--- config.mk ---
export PLATFORM = sky130hd
export DESIGN_NAME = lscc_classify
export DESIGN_NICKNAME = d
export VERILOG_FILES = /design/src/hw/rtl/lscc_pkg.sv /design/src/hw/rtl/lscc_classify.sv
export SDC_FILE = /design/constraint.sdc
export NUM_CORES = 1
export LEC_CHECK = 0
export ABC_AREA = 1
export BUFFER_PORTS_ARGS = -buffer_cell sky130_fd_sc_hd__buf_2
export CORE_UTILIZATION = 35
export DETAILED_ROUTE_END_ITERATION = 12
export SKIP_CTS_REPAIR_TIMING = 1
export SLEW_MARGIN = 20
export SYNTH_ARGS = -nofsm -noshare
export SYNTH_HDL_FRONTEND = slang
export SYNTH_SLANG_ARGS = --single-unit
export TNS_END_PERCENT = 1
--- constraint.sdc ---
create_clock -name clk -period 8.25 [get_ports clk]
set_input_delay 1.65 -clock clk [delete_from_list [all_inputs] [get_ports clk]]
set_output_delay 1.65 -clock clk [all_outputs]
set_load 0.02 [all_outputs]
--- src/hw/rtl/lscc_pkg.sv ---
// Shared types and constants of the level-set cell contour block.
// No dependencies; every other file imports it.
package lscc_pkg;

  localparam int GRID_SIZE  = 1024;
  localparam int FRAC_BITS  = 16;
  localparam int CELL_W     = 10;
  localparam int DIST_W     = 32;
  localparam int NCORNER    = 4;
  localparam int COORD_W    = 27;
  localparam int LEN_W      = 17;
  localparam int TOL_W      = 16;
  localparam int CFG_IDX_W  = 1;
  localparam int CFG_DATA_W = 16;

  // Edge interpolation divider
  localparam int MAG_W      = DIST_W;
  localparam int DEN_W      = MAG_W + 1;
  localparam int QUO_BITS   = FRAC_BITS + 1;
  localparam int NUM_W      = MAG_W + QUO_BITS;
  localparam int DIV_STAGES = QUO_BITS;
  localparam int SUM_W      = DIST_W + 2;

  // Segment length
  localparam int DELTA_W     = FRAC_BITS + 1;
  localparam int SUMSQ_W     = 2 * DELTA_W;
  localparam int ROOT_W      = DELTA_W;
  localparam int SQRT_STEPS  = ROOT_W;
  localparam int SQ_REM_W    = ROOT_W + 4;
  localparam int LEN_LAT     = SQRT_STEPS + 4;

  localparam int MAX_SEG    = 4;
  localparam int SEG_CNT_W  = 3;
  localparam int SEG_IDX_W  = 2;

  typedef enum logic [CFG_IDX_W-1:0] {
    CFG_TARGET_MODE = 1'b0,
    CFG_TOLERANCE   = 1'b1
  } cfg_reg_t;

  typedef enum logic [1:0] {
    CS_IN,
    CS_OUT,
    CS_BND
  } corner_st_t;

  typedef logic [DIST_W-1:0]   dist_t;
  typedef logic [NUM_W-1:0]    num_t;
  typedef logic [DEN_W-1:0]    den_t;
  typedef logic [QUO_BITS-1:0] quo_t;
  typedef logic [LEN_W-1:0]    len_t;

  typedef struct packed {
    logic [CELL_W-1:0]               gx;
    logic [CELL_W-1:0]               gy;
    corner_st_t [NCORNER-1:0]        st;
    logic [NCORNER-1:0]              cut;
    logic [NCORNER-1:0]              bedge;
    logic                            mixed;
    logic                            skip;
    logic                            sum_pos;
    logic                            sum_neg;
  } cls_t;

  typedef struct packed {
    logic [COORD_W-1:0] ax;
    logic [COORD_W-1:0] ay;
    logic [COORD_W-1:0] bx;
    logic [COORD_W-1:0] by;
  } seg_t;

  typedef struct packed {
    seg_t [MAX_SEG-1:0]   seg;
    logic [SEG_CNT_W-1:0] cnt;
    logic                 centre;
  } build_t;

endpackage

--- src/hw/rtl/lscc_classify.sv ---
// Corner classification, edge activity and divider operands; one register stage.
// Depends on lscc_pkg.
module lscc_classify (
  input  logic                                      clk,
  input  logic                                      en,
  input  logic                                      target_mode,
  input  logic [lscc_pkg::TOL_W-1:0]                tol,
  input  logic [lscc_pkg::CELL_W-1:0]               cell_x,
  input  logic [lscc_pkg::CELL_W-1:0]               cell_y,
  input  lscc_pkg::dist_t [lscc_pkg::NCORNER-1:0]   corner_d,
  input  logic [lscc_pkg::NCORNER-1:0]              flags,
  output lscc_pkg::cls_t                            cls,
  output lscc_pkg::num_t [lscc_pkg::NCORNER-1:0]    num,
  output lscc_pkg::den_t [lscc_pkg::NCORNER-1:0]    den
);
  import lscc_pkg::*;

  logic [MAG_W-1:0]       mag [NCORNER];
  cls_t                   cls_next;
  num_t [NCORNER-1:0]     num_next;
  den_t [NCORNER-1:0]     den_next;
  logic [SUM_W-1:0]       sum;
  logic                   any_in;
  logic                   any_out;
  logic                   act;

  always_comb begin
    cls_next = '0;
    num_next = '0;
    den_next = '0;
    any_in   = 1'b0;
    any_out  = 1'b0;
    act      = 1'b0;
    sum      = '0;
    cls_next.gx = (int'(cell_x) > GRID_SIZE - 1) ? CELL_W'(GRID_SIZE - 1) : cell_x;
    cls_next.gy = (int'(cell_y) > GRID_SIZE - 1) ? CELL_W'(GRID_SIZE - 1) : cell_y;
    for (int k = 0; k < NCORNER; k++) begin
      mag[k] = corner_d[k][DIST_W-1] ? MAG_W'(~corner_d[k] + 1'b1) : MAG_W'(corner_d[k]);
      sum    = sum + {{(SUM_W-DIST_W){corner_d[k][DIST_W-1]}}, corner_d[k]};
      if (mag[k] < MAG_W'(tol)) begin
        cls_next.st[k] = CS_BND;
      end else if (corner_d[k][DIST_W-1]) begin
        cls_next.st[k] = CS_OUT;
        any_out = 1'b1;
      end else begin
        cls_next.st[k] = CS_IN;
        any_in = 1'b1;
      end
    end
    for (int k = 0; k < NCORNER; k++) begin
      act = target_mode | flags[k] | flags[(k+1)%NCORNER];
      cls_next.cut[k] = act &&
        ((cls_next.st[k] == CS_IN && cls_next.st[(k+1)%NCORNER] == CS_OUT) ||
         (cls_next.st[k] == CS_OUT && cls_next.st[(k+1)%NCORNER] == CS_IN));
      cls_next.bedge[k] = act && cls_next.st[k] == CS_BND &&
                          cls_next.st[(k+1)%NCORNER] == CS_BND;
      den_next[k] = DEN_W'(mag[k]) + DEN_W'(mag[(k+1)%NCORNER]);
      num_next[k] = (NUM_W'(mag[k]) << FRAC_BITS) + NUM_W'(den_next[k] >> 1);
    end
    cls_next.mixed   = any_out;
    cls_next.skip    = any_out && !any_in;
    cls_next.sum_neg = sum[SUM_W-1];
    cls_next.sum_pos = !sum[SUM_W-1] && (sum != '0);
  end

  always_ff @(posedge clk) begin
    if (en) begin
      cls <= cls_next;
      num <= num_next;
      den <= den_next;
    end
  end

endmodule

== Word-level counts from Yosys, hierarchy flattened ==
Index checks and enable logic that the tools add are counted.

* Word-level logic and storage cells: 120
* Bits of input ports: 171
* Flip-flop bits (word level): 368
* Output and inout bits: 368

* Bitwise gates (word level): 12
* Order comparisons: 4
* Multiplexer cells: 28
* Reduce and logical (&&, ||, !) cells: 33
* $add $sub $neg: 15
* Equality and inequality tests: 8

{| class="wikitable"
|+ Operators by type and width
! cell !! number
|-
| $add 48x32->49 || 4
|-
| $add 32x32->33 || 5
|-
| $add 32x1->32 const B || 4
|-
| $lt 32x16->1 || 4
|-
| $mux 32 || 4
|-
| $not 32->32 || 4
|-
| $add 33x32->34 || 1
|-
| $add 34x34->34 || 1
|-
| $reduce_bool 34->1 || 1
|-
| $logic_and 1x1->1 || 22
|-
| $mux 1 || 20
|-
| $eq 2x1->1 const B || 4
|-
| $eq 2x2->1 const B || 4
|-
| $logic_not 2->1 || 4
|-
| $mux 2 || 4
|-
| $or 1x1->1 || 8
|-
| $logic_or 1x1->1 || 4
|-
| $logic_not 1->1 || 2
|}

== Logic depth before layout (Yosys ltp) ==
* Word-level depth: 13
* Mapped depth: 47
* Mapped depth without buffers: 47

== Least setup slack after synthesis ==
Ideal clock, no wire load.

* Path kind: in2reg
* Start: in corner_d[95] (netlist name)
* End: reg num[95] (netlist name) (data pin)
* Setup slack: 0.842 ns
* Stages: 42
* Setup time: 0.254 ns
* Data required time: 7.996 ns
* Data arrival time: 7.154 ns
* Buffers on the path: 3
* Cell sequence: buf_4 buf_2 clkbuf_1 o21ai_0 inv_1 fa_1 o21ai_0 nand3_1 nand2_1 nand2_1 nand2_1 a21oi_1 o21ai_1 a21oi_1 o21ai_0 a31oi_1 xnor2_1 fa_1 [6 not listed] nand2_1 nand2_1 nand2_1 nand2_1 nand2_1 nand2_1 nand3_1 nand2_1 nand3_1 nor2_2 inv_2 nor2_4 inv_2 nor2_4 nand4_1 nor2_1 xor2_1 inv_1

{| class="wikitable"
|+ RTL lines
! item !! RTL line !! text
|-
| start: declaration || lscc_classify.sv:10 || <nowiki>input lscc_pkg::dist_t [lscc_pkg::NCORNER-1:0] corner_d,</nowiki>
|-
| end signal: assignment || lscc_classify.sv:69 || <nowiki>num <= num_next;</nowiki>
|-
| end: declaration || lscc_classify.sv:13 || <nowiki>output lscc_pkg::num_t [lscc_pkg::NCORNER-1:0] num,</nowiki>
|}

==> run_results.csv <==
group,metric,value,unit
clock_network,clock-sinks,304,
finish,nets,4711,
finish,fillers,8464,
pwr,leakagePower,16.5,nW
min_path,hp-class,"in -> reg",
logic_synthesis,synth_top_area_share,31.4,%
timing,worst_pin_slew,1.09,ns
clock_network,cts_tree,"built",
global_route,grt_overflow_total,0,
global_route,grt_max_degree,144,
critical_path,cp_num_buf_inv,7,
critical_path,startpoint_type,"primary input",
logic_synthesis,synth-edff-count,304,
routing,routed_wl,125,mm
logic_synthesis,synth.distinct_cells,63,
floorplan,core_area,82200,um^2
critical_path,critPathCaptureType,"flop",
floorplan,ioPinCount,539,
pwr,powerDensity,260,nW/um^2
pwr,peakVddDrop,0.120,mV
logic_synthesis,avgSynthCellArea,8.11,um^2
routing,drt_iter0_markers,2775,
critical_path,crit_arrival,7.84,ns
finish,drive_gt1_share,21.0,%
logic_synthesis,synth_area_leader_cell,"edfxtp_1",
clock_network,cts-root-buf,"clkbuf_16",
floorplan,die_x,290,um
timing,setup_tns,0,ns
logic_synthesis,synthCells,3591,
clock_network,cts_buffers,36,
logic_synthesis,yosysWarnings,0,
logic_synthesis,synth_ff_type,"edfxtp_1",
finish,final_cell_mix,"735 x nand2_1, 537 x buf_2, 422 x inv_1",
logic_synthesis,ys_async_sr_fraction,0,%
routing,vias,27700,
global_route,grt_usage,28.7,%
global_route,antenna_found_initial,36,
timing,finalCritPeriodShare,91.2,%
routing,drtPass1Iterations,6,
routing,wl_per_cell,23.4,um
critical_path,cp_common_cell,"nand2_1",
logic_synthesis,ys_ff_latch,304,
critical_path,crit_family,"simple AND/OR/NAND/NOR gates",
routing,ant_nets,0,
placed_design,routabilityCongestion,1.04,
timing,slew-limit-headroom,26.8,%
logic_synthesis,syn_area,29100,um^2
global_route,grt_pass1_vias,25900,
flow_run,cap_violations,0,
routing,drc_errors,0,
clock_network,cts.path.max_buffers,3,
finish,layout_commonest_cell,"nand2_1",
timing,rsz0062_at_grt,"false",
timing,final_hold_viol_count,0,
critical_path,cpMaxStageDelayCell,"a211oi_1",
routing,routed_via_density,5.22,
clock_network,clkTransAtPathRegs,0.07,ns
placed_design,numPortBuffers,538,
finish,area_growth,19.2,%
critical_path,worstPathRequired,8.56,ns
floorplan,rows,105,
critical_path,crit_fanout,4,
floorplan,start_util,35.4,%
floorplan,die_h,290,um
timing,setup_violations,0,
clock_network,htree_levels,2,
placed_design,dp_hpwl,107,mm
logic_synthesis,synthTopCellsByArea,"edfxtp_1 31%, ha_1 12%, nand2_1 9.5%",
timing,min_period,7.52,ns
status,status,"finished, final reports clean",
global_route,grt_pass1_wl,177,mm
timing,maxSlewViolCount,0,
logic_synthesis,ys_seq_area_share,31.4,%
floorplan,die_area,84300,um^2
critical_path,cpPeakStageDelay,0.34,ns
pwr,total_power,0.00901,W
timing,max_freq,0.133,GHz
critical_path,setup.worst_path.class,"in -> reg",
-- sequential cells by signal (all words and copies together) (netlist names) --
signal  flops
den        68
cls        40
num       196
-- cell type report --
cell class,instances,area (um^2),area share (%)
Antenna cell,18,45.0,0.130
Clock buffer,41,920,2.65
Clock inverter,23,315,0.908
Inverter,451,1690,4.88
Multi-Input combinational cell,2760,17800,51.1
Sequential cell,304,9130,26.3
Tap cell,1070,1340,3.86
Timing Repair Buffer,645,3520,10.1
-- synthesized netlist by cell type, types with 4 or more instances --
library cell	count
nor2_2	22
nor3_2	7
nor3_1	54
o21a_1	15
a21oi_1	255
nor2_1	341
xor2_1	224
nand2_4	11
a211oi_1	5
nand2_1	735
nand3_1	179
nor3b_1	4
o211ai_1	8
xnor2_1	92
buf_4	65
nand3_2	23
inv_1	422
fa_1	73
clkbuf_1	7
nand3b_1	9
o21bai_1	11
a31oi_1	18
a21o_1	11
nand2_2	63
o221ai_1	6
o21ai_0	123
ha_1	269
inv_2	28
edfxtp_1	304
nor4_1	36
o21ai_1	26
nor2_4	10
nand4_1	80
buf_2	5
-- path summary, 6_finish.rpt --
kind | from | endpoint | slack (ns) | depth (start not counted)
setup / recovery | corner_d[33] | num[95] | 0.73 | 48
hold / removal | cell_x[7] | cls[37] | 1.27 | 1
-- through the flow --
step                      instances  instance area, um^2  hold WS, ns  utilization [%]  worst slack (ns)
after detailed placement       5230                33400         1.83             40.7             0.336
final                          5312                34700         1.27             42.2             0.725
after CTS                      5294                34700         1.24             42.2             0.887
after floorplan                3594                29100         1.75                -             0.842
after global placement         5230                33400         1.83             40.7             0.402
after global routing           5304                34700         1.24             42.2            0.0388
-- report_power, final --
group	internal, W	switching [W]
Clock	0.00103	0.000674
Sequential	0.00228	0.000139
Combinational	0.00159	0.00330
-- cell families after synthesis --
group | share of synthesized area, %
AND/OR/NAND/NOR | 24.9
buffers and inverters | 7.69
AO/OA/AOI/OAI | 9.68
adder cells (fa/ha/maj) | 16.6
XOR/XNOR | 9.81
flip-flops | 31.4
other | 0.0129
-- metal layers --
layer | GRT usage (%) | routed length [um] | share of wire [%]
met2 | 45.7 | 56000 | 45
met4 | 7.73 | 3010 | 2.4
met5 | 0 | 229 | 0.18
met3 | 6.52 | 11000 | 8.9
met1 | 38.8 | 54300 | 44
(Power assumes the default switching activity.)
